===== src/rtl/core/zrsc_pkg.sv =====
// ----------------------------------------------------------------------------
// Zero-run sector compressor package
// Shared constants and types for the compressor core and its submodules.
// ----------------------------------------------------------------------------
package zrsc_pkg;

    localparam int SECTOR_BYTES = 512;
    localparam int IDX_W        = $clog2(SECTOR_BYTES);
    localparam int CNT_W        = $clog2(SECTOR_BYTES) + 1;
    localparam int LEN_W        = 9;
    localparam int QUEUE_DEPTH  = 4;
    localparam int QPTR_W       = $clog2(QUEUE_DEPTH);
    localparam int QCNT_W       = $clog2(QUEUE_DEPTH) + 1;

    localparam logic [7:0] ZERO_MARKER = 8'h00;
    localparam logic [7:0] RUN_CLOSE   = 8'hFF;
    localparam logic [7:0] RUN_MAX     = 8'd255;

    localparam logic [1:0] PUSH_NONE = 2'd0;
    localparam logic [1:0] PUSH_ONE  = 2'd1;
    localparam logic [1:0] PUSH_TWO  = 2'd2;

    typedef struct packed {
        logic [7:0]       code_byte;
        logic             is_last;
        logic             failed;
        logic [LEN_W-1:0] code_length;
    } t_result;

    typedef struct packed {
        logic [1:0] count;
        t_result    res0;
        t_result    res1;
    } t_push;

endpackage


===== src/rtl/core/zrsc_encoder.sv =====
// ----------------------------------------------------------------------------
// Zero-run sector compressor encoder
// Input register, sector state and the single-pass encode of one byte into
// up to two code results per transaction.
// ----------------------------------------------------------------------------
module zrsc_encoder
    import zrsc_pkg::*;
(
    input  logic       i_clk,
    input  logic       i_rst_n,
    input  logic       i_in_valid,
    input  logic [7:0] i_in_byte,
    output logic       o_in_ready,
    input  logic       i_room,
    output t_push      o_push
);

    logic             r_in_valid;
    logic [7:0]       r_in_byte;
    logic [7:0]       r_run;
    logic [CNT_W-1:0] r_out_count;
    logic [IDX_W-1:0] r_index;
    logic             r_aborted;

    logic             w_fire;
    logic             w_last;
    logic [7:0]       n_run;
    logic [1:0]       w_cnt;
    logic [7:0]       w_buf [2];
    logic [CNT_W-1:0] w_total;
    logic             w_fail;

    assign w_fire     = r_in_valid && i_room;
    assign o_in_ready = !r_in_valid || w_fire;
    assign w_last     = (r_index == IDX_W'(SECTOR_BYTES - 1));

    always_comb begin
        n_run    = r_run;
        w_cnt    = PUSH_NONE;
        w_buf[0] = ZERO_MARKER;
        w_buf[1] = ZERO_MARKER;
        if (r_in_byte == 8'd0) begin
            if (r_run == 8'd0) begin
                w_buf[0] = ZERO_MARKER;
                w_cnt    = PUSH_ONE;
                n_run    = 8'd1;
            end else if (r_run >= RUN_MAX) begin
                w_buf[0] = RUN_CLOSE;
                w_cnt    = PUSH_ONE;
                n_run    = 8'd0;
            end else begin
                n_run = r_run + 8'd1;
            end
        end else begin
            if (r_run != 8'd0) begin
                w_buf[0] = r_run - 8'd1;
                w_buf[1] = r_in_byte;
                w_cnt    = PUSH_TWO;
            end else begin
                w_buf[0] = r_in_byte;
                w_cnt    = PUSH_ONE;
            end
            n_run = 8'd0;
        end
        if (w_last && (n_run != 8'd0) && (w_cnt != PUSH_TWO)) begin
            if (w_cnt == PUSH_NONE) begin
                w_buf[0] = n_run - 8'd1;
                w_cnt    = PUSH_ONE;
            end else begin
                w_buf[1] = n_run - 8'd1;
                w_cnt    = PUSH_TWO;
            end
            n_run = 8'd0;
        end
    end

    assign w_total = r_out_count + CNT_W'(w_cnt);
    assign w_fail  = (w_total >= CNT_W'(SECTOR_BYTES));

    always_comb begin
        o_push = '0;
        if (w_fire && !r_aborted) begin
            if (w_fail) begin
                o_push.count          = PUSH_ONE;
                o_push.res0.code_byte = 8'd0;
                o_push.res0.is_last   = 1'b1;
                o_push.res0.failed    = 1'b1;
            end else begin
                o_push.count          = w_cnt;
                o_push.res0.code_byte = w_buf[0];
                o_push.res1.code_byte = w_buf[1];
                if (w_last && (w_cnt == PUSH_ONE)) begin
                    o_push.res0.is_last     = 1'b1;
                    o_push.res0.code_length = w_total[LEN_W-1:0];
                end
                if (w_last && (w_cnt == PUSH_TWO)) begin
                    o_push.res1.is_last     = 1'b1;
                    o_push.res1.code_length = w_total[LEN_W-1:0];
                end
            end
        end
    end

    always_ff @(posedge i_clk) begin
        if (o_in_ready && i_in_valid) begin
            r_in_byte <= i_in_byte;
        end
        if (!i_rst_n) begin
            r_in_valid  <= 1'b0;
            r_run       <= 8'd0;
            r_out_count <= '0;
            r_index     <= '0;
            r_aborted   <= 1'b0;
        end else begin
            if (o_in_ready) begin
                r_in_valid <= i_in_valid;
            end
            if (w_fire) begin
                if (w_last) begin
                    r_run       <= 8'd0;
                    r_out_count <= '0;
                    r_index     <= '0;
                    r_aborted   <= 1'b0;
                end else begin
                    r_index <= r_index + IDX_W'(1);
                    if (!r_aborted) begin
                        r_run <= n_run;
                        if (w_fail) begin
                            r_aborted <= 1'b1;
                        end else begin
                            r_out_count <= w_total;
                        end
                    end
                end
            end
        end
    end

endmodule


===== src/rtl/core/zrsc_out_queue.sv =====
// ----------------------------------------------------------------------------
// Zero-run sector compressor result queue
// Small register queue that takes up to two results per cycle and hands out
// one result per transaction on the output channel.
// ----------------------------------------------------------------------------
module zrsc_out_queue
    import zrsc_pkg::*;
(
    input  logic    i_clk,
    input  logic    i_rst_n,
    input  t_push   i_push,
    output logic    o_room,
    output logic    o_out_valid,
    input  logic    i_out_ready,
    output t_result o_result
);

    t_result           r_mem [QUEUE_DEPTH];
    logic [QPTR_W-1:0] r_wr_ptr;
    logic [QPTR_W-1:0] r_rd_ptr;
    logic [QCNT_W-1:0] r_count;
    logic              w_pop;

    assign o_room      = (r_count <= QCNT_W'(QUEUE_DEPTH - 2));
    assign o_out_valid = (r_count != '0);
    assign o_result    = r_mem[r_rd_ptr];
    assign w_pop       = o_out_valid && i_out_ready;

    always_ff @(posedge i_clk) begin
        if (i_push.count != PUSH_NONE) begin
            r_mem[r_wr_ptr] <= i_push.res0;
        end
        if (i_push.count == PUSH_TWO) begin
            r_mem[r_wr_ptr + QPTR_W'(1)] <= i_push.res1;
        end
        if (!i_rst_n) begin
            r_wr_ptr <= '0;
            r_rd_ptr <= '0;
            r_count  <= '0;
        end else begin
            r_wr_ptr <= r_wr_ptr + QPTR_W'(i_push.count);
            if (w_pop) begin
                r_rd_ptr <= r_rd_ptr + QPTR_W'(1);
            end
            r_count <= r_count + QCNT_W'(i_push.count) - QCNT_W'(w_pop);
        end
    end

endmodule


===== src/rtl/core/zero_run_sector_compressor_core.sv =====
// ----------------------------------------------------------------------------
// Zero-run sector compressor core
// Compresses the bytes of fixed-size sectors with zero-run-length coding.
// ----------------------------------------------------------------------------
// The input channel takes one raw sector byte per transaction; the block
// counts bytes itself, so a new sector starts right after the last byte of
// the previous one. The output channel gives one code byte per transaction,
// with is_last on the final result of a sector and code_length on that
// result unless it failed. When the code would reach the sector size, a
// single failure result closes the sector and its remaining input bytes are
// taken without output. A result is offered once its byte has passed the
// input register and the queue. An input byte is accepted in every cycle
// while the queue has room for two results, so the sustained rate is one
// byte per cycle for bytes with one result; bytes with two results are
// held back, as the output channel moves one result per cycle while the
// receiver is ready. When the receiver stalls, results wait in a four-entry
// queue and the input stops once fewer than two entries are free. Reset
// empties the queue and the input register and starts a new sector.
// ----------------------------------------------------------------------------
module zero_run_sector_compressor_core
    import zrsc_pkg::*;
(
    input  logic             i_clk,
    input  logic             i_rst_n,
    input  logic             i_in_valid,
    output logic             o_in_ready,
    input  logic [7:0]       i_in_byte,
    output logic             o_out_valid,
    input  logic             i_out_ready,
    output logic [7:0]       o_code_byte,
    output logic             o_is_last,
    output logic             o_failed,
    output logic [LEN_W-1:0] o_code_length
);

    t_push   w_push;
    logic    w_room;
    t_result w_result;

    zrsc_encoder u_encoder (
        .i_clk      (i_clk),
        .i_rst_n    (i_rst_n),
        .i_in_valid (i_in_valid),
        .i_in_byte  (i_in_byte),
        .o_in_ready (o_in_ready),
        .i_room     (w_room),
        .o_push     (w_push)
    );

    zrsc_out_queue u_out_queue (
        .i_clk       (i_clk),
        .i_rst_n     (i_rst_n),
        .i_push      (w_push),
        .o_room      (w_room),
        .o_out_valid (o_out_valid),
        .i_out_ready (i_out_ready),
        .o_result    (w_result)
    );

    assign o_code_byte   = w_result.code_byte;
    assign o_is_last     = w_result.is_last;
    assign o_failed      = w_result.failed;
    assign o_code_length = w_result.code_length;

    a_fail_is_last: assert property (@(posedge i_clk) disable iff (!i_rst_n)
        (o_out_valid && o_failed) |-> o_is_last)
        else $error("Failure result without is_last.");

    a_len_only_final: assert property (@(posedge i_clk) disable iff (!i_rst_n)
        (o_out_valid && (!o_is_last || o_failed)) |-> (o_code_length == '0))
        else $error("Code length on a result that is not a good final one.");

    a_push_needs_room: assert property (@(posedge i_clk) disable iff (!i_rst_n)
        (w_push.count != PUSH_NONE) |-> w_room)
        else $error("Results pushed while the queue lacks room.");

    a_reset_empty: assert property (@(posedge i_clk)
        !i_rst_n |=> !o_out_valid)
        else $error("Output valid right after reset.");

endmodule

===== config.mk =====
export PLATFORM = sky130hd
export DESIGN_NAME = zero_run_sector_compressor_core
export DESIGN_NICKNAME = d
export VERILOG_FILES = /design/src/rtl/core/zrsc_pkg.sv /design/src/rtl/core/zrsc_encoder.sv /design/src/rtl/core/zrsc_out_queue.sv /design/src/rtl/core/zero_run_sector_compressor_core.sv
export SDC_FILE = /design/constraint.sdc
export NUM_CORES = 1
export LEC_CHECK = 0
export BUFFER_PORTS_ARGS = -buffer_cell sky130_fd_sc_hd__buf_2
export CAP_MARGIN = 20
export CORE_UTILIZATION = 30
export DETAILED_ROUTE_END_ITERATION = 16
export GPL_TIMING_DRIVEN = 0
export PLACE_DENSITY_LB_ADDON = 0.12
export SYNTH_ARGS = -nofsm -noshare
export SYNTH_HDL_FRONTEND = slang
export SYNTH_SLANG_ARGS = --single-unit
export TNS_END_PERCENT = 50

===== constraint.sdc =====
create_clock -name i_clk -period 9.7 [get_ports i_clk]
set_clock_uncertainty 0.05 [all_clocks]
set_input_delay 0 -clock i_clk [delete_from_list [all_inputs] [get_ports i_clk]]
set_output_delay 0 -clock i_clk [all_outputs]
set_load 0.01 [all_outputs]

==> reports/metrics.yaml, run 1 <==
die:
  start_util_pct: 30.88
  dieArea_mm2: 0.02237
  dieHeight_um: 149.6
  fp.dieW_um: 149.6
  ioPinCount: 33
  core_mm2: 0.02115
  num_rows: 53
clocking:
  cts_tree: "done"
  cts_buffers: 17
  cts_resized: 0
  cts_sinks: 122
  clockBufferDepth: 2
  htree_levels: 4
  clkSlewWorstSetupHoldPaths_ns: 0.07
  worst_skew_pair.late_latency_ns: 0.43
  cts-root-buf: "clkbuf_16"
setup_path:
  r2r-start: "u_encoder.r_run[0]"
  cp.required_ns: 9.69
  crit_type: "flop to flop"
  r2r-end: "u_out_queue.r_mem[2][0]"
  endpoint: "u_out_queue.r_mem[2][0]"
  cp-end-kind: "flop"
  crit_fanout: 18
  crit_path_start: "u_encoder.r_run[0]"
  start_kind: "flop"
  r2r_cells: 23
  reg2reg_slack_ns: 3.47
  arrival_ns: 6.21
yosys:
  synth-seq-cells: 122
  synth-xor-area-share_pct: 4.290
  yosysUniqueCellTypes: 72
  synth_edf_count: 80
  netlist_instances: 605
  ys_top_cells_by_area: "edfxtp_1 37%, dfxtp_1 13%, mux4_2 6.6%"
  muxShareOfSynthArea_pct: 6.550
  synth_area_per_cell_um2: 10.80
  syn_nets: 629
  ys_seq_area_share_pct: 49.65
  synth_area_leader_cell: "edfxtp_1"
  yosys_warnings: 0
  synthArstFlopShare_pct: 0
  syn-cell-area_mm2: 0.006533
  ys.flop_type: "edfxtp_1"
  synthAdderAreaFrac_pct: 2.528
  yosysTopAreaCellShare_pct: 36.77
  synth_top_family_by_area: "simple AND/OR/NAND/NOR gates"
  synth_compound_area_share_pct: 15.99
  synthSimpleGateAreaFrac_pct: 16.80
cells_and_area:
  finish.utilization_pct: 36.41
  drive_above_1_share_pct: 18.80
  syn_to_final_growth_pct: 17.89
  diodes: 0
  nets: 692
timing:
  tightest_slew_ns: 0.9577
  min_period_ns: 6.225
  finalCritPeriodShare_pct: 64.18
  maxSlewHeadroom_pct: 36.00
  hold_viol_final: 0
  clock.fmax_mhz: 160.6
  tns_ns: 0
  rsz0062_at_grt: "no"
  fin_ws_ns: 3.475
  drv_slew: 0
  setup_viol: 0
drt:
  drc_errors: 0
  drt_pass1_iterations: 5
  wirelength_um: 17520
  ant_nets: 0
  vias: 5057
  vias_per_cell: 5.290
  drt_iter0_markers: 380
  wl_per_cell_um: 18.33
pwr:
  p_switching_mw: 0.4213
  power.leakage_nw: 2.625
  combPwrFrac_pct: 18.4
  clock_power_share_pct: 40.3
  powerDensity_mw_per_mm2: 189.1
  p_int_mw: 1.035
  irDropWorstVdd_uv: 79.18
  swShare_pct: 28.93
  seq_power_share_pct: 41.3
place:
  port-buffer-count: 32
  dp_hpwl_um: 12350
  dp_slack_ns: 3.421
  gp_congestion: 0.8129
run_status:
  status: "finished clean"
global_route:
  grt_pass1_wl_um: 27740
  overflow: 0
  antenna_found_initial: 0
  grt_start_max_net_pins: 19
  grtUsageTotal_pct: 16.60
  grt_pass1_vias: 5017
flow_run:
  drv_cap: 0
hold_path:
  hold_path_class: "primary input to flop"
stage by stage:
step	hold WS, ns	power [mW]	instance area [µm²]	instances
4_1_cts	0.2238	1.476	7701	956
2_1_floorplan	0.04887	0.7944	6533	605
5_1_grt	0.2296	1.523	7701	956
6_report	0.2381	1.456	7701	956
3_3_place_gp	0.1282	0.8794	7037	912
3_5_place_dp	0.1281	0.8830	7037	912
logic make-up after synthesis:
group,after synthesis
multiplexers,19
XOR/XNOR,32
AND/OR/NAND/NOR,216
adder cells (fa/ha/maj),12
AO/OA/AOI/OAI,147
buffers and inverters,57
flip-flops,122
worst max-delay path, stage by stage (launching register included):
cell	delay (ns)
dfxtp_1	0.39
inv_1	0.13
ha_1	0.25
or4b_4	0.56
nor2_8	0.21
nor3_2	0.10
buf_6	0.17
nand2_1	0.07
ha_1	0.32
inv_1	0.10
a21oi_1	0.24
a21oi_2	0.12
o311a_1	0.40
buf_4	0.19
a21oi_1	0.13
nor2_1	0.08
ha_1	0.23
a21oi_1	0.16
nor3b_1	0.11
a211oi_2	0.33
o221ai_2	0.25
or2_1	0.32
buf_2	0.21
nand2_1	0.70
layout by cell type, fill, tap and decap left out, drive strengths merged, types with 4 or more instances in the layout:
cell | synthesis | final
nor2 | 82 | 82
edfxtp | 80 | 80
buf | 27 | 59
nand2 | 52 | 52
dfxtp | 42 | 42
a21oi | 32 | 32
inv | 22 | 27
o22ai | 26 | 26
clkbuf | 8 | 26
mux4 | 19 | 19
o21ai | 18 | 18
xnor2 | 17 | 17
nor3 | 16 | 16
xor2 | 15 | 15
dlygate4sd3 | 0 | 12
and2 | 11 | 11
o32ai | 11 | 11
ha | 10 | 10
nand3 | 10 | 10
o211ai | 8 | 8
nor2b | 8 | 8
or3 | 7 | 7
clkinv | 0 | 7
nand4 | 6 | 6
o21a | 6 | 6
nand2b | 6 | 6
a211oi | 6 | 6
o22a | 4 | 4
a22oi | 4 | 4
o31ai | 4 | 4
how the worst min path moves through the flow:
stage / start / endpoint / slack (ns) / cells after the start
6_report: i_in_byte[5] / u_encoder.r_in_byte[5] / 0.24 / 2
5_1_grt: i_in_byte[5] / u_encoder.r_in_byte[5] / 0.23 / 2
4_1_cts: i_in_byte[7] / u_encoder.r_in_byte[7] / 0.22 / 2
3_5_place_dp: i_in_byte[7] / u_encoder.r_in_byte[7] / 0.13 / 1
3_3_place_gp: i_in_byte[0] / u_encoder.r_in_byte[0] / 0.13 / 1
2_1_floorplan: i_in_byte[0] / u_encoder.r_in_byte[0] / 0.05 / 0
cells in the mapped netlist, types with 3 or more instances:
cell type and instances:
edfxtp_1 80, nor2b_2 4, dfxtp_1 42, and2_1 11, o22a_1 4, o22ai_1 26
o21ai_0 13, nor2_1 81, nand2b_1 6, and3_1 3, o21a_1 6, xnor2_1 17
nor3_1 15, o32ai_1 11, a21oi_1 31, buf_2 18, nand2_1 51, clkbuf_1 8
ha_1 10, xor2_1 15, nor2b_1 4, buf_1 3, o211ai_1 8, o21ai_1 5
o31ai_1 3, a31oi_1 3, a211oi_1 4, or3_1 7, mux4_2 19, inv_1 22
nand3_1 9, buf_6 4, a22oi_1 4, nand4_1 6
state kept, by name (all words and copies together), names as in the netlist, named ones only:
name / cells
u_encoder.r_index: 9
u_encoder.r_in_byte: 8
u_out_queue.r_mem: 76
u_encoder.r_in_valid: 1
u_out_queue.r_rd_ptr: 2
u_out_queue.r_wr_ptr: 2
u_encoder.r_run: 8
u_encoder.r_aborted: 1
u_encoder.r_out_count: 10
u_out_queue.r_count: 3
final cells by class:
cell class	count	area (µm²)
multi-input combinational	426	3015
sequential	122	3243
clock inverter	14	115.1
timing repair buffer	44	280.3
tap	275	344.1
clock buffer	18	429.2
fill	2094	13450
buffer	35	191.4
inverter	22	82.58
what timing repair did:
item / CTS / global route
hold buffers: 12 / 0
endpoints found under the hold margin: 17 / 0
buffers inserted: 0 / 0
power groups by stage:
stage	logic, mW	clock network [mW]	registers, mW
6_report	0.268	0.587	0.602
5_1_grt	0.296	0.621	0.606
4_1_cts	0.275	0.598	0.602
3_5_place_dp	0.270	0	0.613
3_3_place_gp	0.268	0	0.612
2_1_floorplan	0.187	0	0.607
layer usage:
metal	global-route usage [%]	wire, µm	vias to the layer above	part of all wire [%]
met5	0	0	-	0
met4	5.102	203	0	1.2
met3	3.750	676	16	3.9
met2	26.99	8444	122	48
met1	21.82	8199	2504	47
li1	-	-	2415	-
Power figures use the tool's default switching activity.
==> run 2, diff against run 1 <==
Settings changed: ABC_AREA set to 1.
Clock period 9.7 ns to 5.78 ns, I/O delays scaled along.
==> run 2 against run 1 <==
  * Cell area increased by 6.6%
  * Total power increased by 79%
  * Final cell count increased by 28%
  * Combinational power increased by 100%
  * Non-clock buffer count decreased by 3
  * Largest power group is now the clock network
  * Sequential power increased by 69%
==> reports/metrics.yaml, run 2 <==
cells_and_area:
  diodes: 0
  nets: 947
  mostFrequentLayoutCells: "223 x nand2_1, 93 x nor2_1, 80 x edfxtp_1"
  largest_reg_flops: 76
  final_cell_area_mm2: 0.008208
  finish.utilization_pct: 36.25
  final_common_cell: "nand2_1"
  drive_above_1_share_pct: 16.13
  syn_to_final_growth_pct: 18.22
  reg_top3: "u_out_queue.r_mem x76, u_encoder.r_out_count x10, u_encoder.r_index x9"
  largest_register: "u_out_queue.r_mem"
global_route:
  grt_pass1_wl_um: 30880
  use_met3_pct: 3.664
  use_met1_pct: 23.46
  grt_start_max_net_pins: 21
  antenna_found_initial: 0
  grt_pass1_vias: 5533
  grtUsageTotal_pct: 17.29
  busiest_layer: "met2"
  met2_usage_pct: 27.92
  overflow: 0
drt:
  drc_errors: 0
  drt_pass1_iterations: 5
  vias_per_cell: 4.730
  wl_per_cell_um: 16.08
  drt_iter0_markers: 412
  ant_nets: 0
  vias: 5775
  wirelength_um: 19630
timing:
  tns_ns: 0
  tightest_slew_ns: 0.7256
  rsz0062_at_grt: "no"
  maxSlewHeadroom_pct: 51.63
  min_period_ns: 5.252
  finalCritPeriodShare_pct: 90.87
  setup_viol: 0
  drv_slew: 0
  fin_ws_ns: 0.5278
  hold_viol_final: 0
  clock.fmax_mhz: 190.4
yosys:
  yosys-top-cells-count: "225 x nand2_1, 93 x nor2_1, 80 x edfxtp_1"
  synthArstFlopShare_pct: 0
  ys_seq_area_share_pct: 46.71
  syn-cell-area_mm2: 0.006943
  synth-seq-cells: 122
  ys_top_cells_by_area: "edfxtp_1 35%, nand2_1 12%, dfxtp_1 12%"
  syn_nets: 882
  yosysMostFrequentCell: "nand2_1"
  yosys_warnings: 0
  synth_edf_count: 80
  ys.flop_type: "edfxtp_1"
  yosysTopAreaCellShare_pct: 34.60
  yosysUniqueCellTypes: 45
  synth_area_leader_cell: "edfxtp_1"
  netlist_instances: 858
  synth_area_per_cell_um2: 8.092
place:
  dp_slack_ns: -0.09633
  port-buffer-count: 32
  place_area_mm2: 0.007487
  dp_hpwl_um: 13920
  gp_congestion: 0.8346
die:
  core_mm2: 0.02264
  fp.dieW_um: 154.1
  dieArea_mm2: 0.02376
  num_rows: 55
  ioPinCount: 33
  dieHeight_um: 154.1
  start_util_pct: 30.67
setup_path:
  start_kind: "flop"
  cp-end-kind: "flop"
  crit_fanout: 18
  arrival_ns: 5.25
  crit_type: "flop to flop"
  critical-path-top-delay-family: "simple AND/OR/NAND/NOR gates"
  cp.required_ns: 5.78
  critPathSlowestCell: "dfxtp_1"
  crit_top_cell: "nand2_1"
  crit_path_max_incr_delay_ns: 0.51
  crit_buf_inv: 7
run_status:
  status: "finished clean"
clocking:
  cts-root-buf: "clkbuf_16"
  cts_tree: "done"
  worst_skew_pair.late_latency_ns: 0.42
  cts_sinks: 122
  clkSlewWorstSetupHoldPaths_ns: 0.06
  htree_levels: 4
  clockBufferDepth: 2
  cts_setup_buffers: 0
  cts_buffers: 17
pwr:
  finalPower_mw: 2.610
  irDropWorstVdd_uv: 213.0
  power.leakage_nw: 3.183
  powerDensity_mw_per_mm2: 318.0
flow_run:
  drv_cap: 0
hold_path:
  hold_path_class: "primary input to flop"
-- run 2: changes by cell type in the layout (fill, tap and decap cells not counted), sizes merged, moves of 19 or more --
cell / change
inv: +65
mux4: -19
nand2: +191
nand3: +34
nor2: +32
o21ai: +64
-- run 2: stage by stage --
step	hold slack [ns]	instances
after global placement	0.1270	1175
after global routing	0.2202	1221
after detailed placement	0.1281	1176
final	0.2397	1221
after CTS	0.2235	1221
after floorplan	0.04887	858
-- run 2: logic make-up after synthesis --
logic type,share of synthesized area [%]
AND/OR/NAND/NOR,27.86
XOR/XNOR,2.523
flip-flops,46.71
AO/OA/AOI/OAI,13.05
adder cells (fa/ha/maj),2.379
buffers and inverters,7.479
-- run 2: what timing repair did --
action / in CTS / in global routing
endpoints found under the setup margin: 36 / 52
pin swaps: 0 / 0
hold endpoints to repair: 26 / 0
hold buffers: 13 / 0
gates resized for setup: 2 / 2
-- run 2: final timing paths --
| kind | startpoint | end | slack [ns] | depth (start not counted) |
|---|---|---|---|---|
| worst min register to register | u_out_queue.r_count[2] | u_out_queue.r_count[2] | 0.41 | 1 |
| worst max-delay path | u_encoder.r_run[0] | u_out_queue.r_mem[2][10] | 0.53 | 29 |
| worst min-delay path | i_in_byte[1] | u_encoder.r_in_byte[1] | 0.24 | 2 |
| worst max register to register | u_encoder.r_run[0] | u_out_queue.r_mem[2][10] | 0.53 | 29 |
-- run 2: area by class of cell --
class                   instances  area [µm²]
fillers                      2334       14430
flip-flops and latches        122        3243
multi-input cells             614        3194
clock buffers                  19       432.9
well taps                     285       356.6
inverters                      92       352.8
repair buffers                 46       317.8
plain buffers                  30       166.4
clock inverters                13       143.9
-- run 2: metal layers --
metal	routed length, µm	part of all wire, %	vias to the layer above
met3	737	3.8	11
met5	0	0	-
met2	8962	46	101
met4	176	0.90	0
li1	-	-	2986
met1	9754	50	2677
-- run 2: worst reg2reg max path, delay by kind of cell, from the launching register on --
kind	cells	cell delay, ns
xor gates and xnor gates	1	0.40
AOI/OAI and AO/OA	1	0.09
and+or+nand+nor	17	2.15
buffers and inverters	7	1.04
DFF	1	0.51
adders and majority gates	3	0.66
-- run 2: where the power goes --
part	switching (mW)	leakage, nW	internal [mW]	total, mW
clock network	0.410	0.270	0.637	1.05
registers	0.0281	1.01	0.989	1.02
logic	0.368	1.90	0.178	0.546
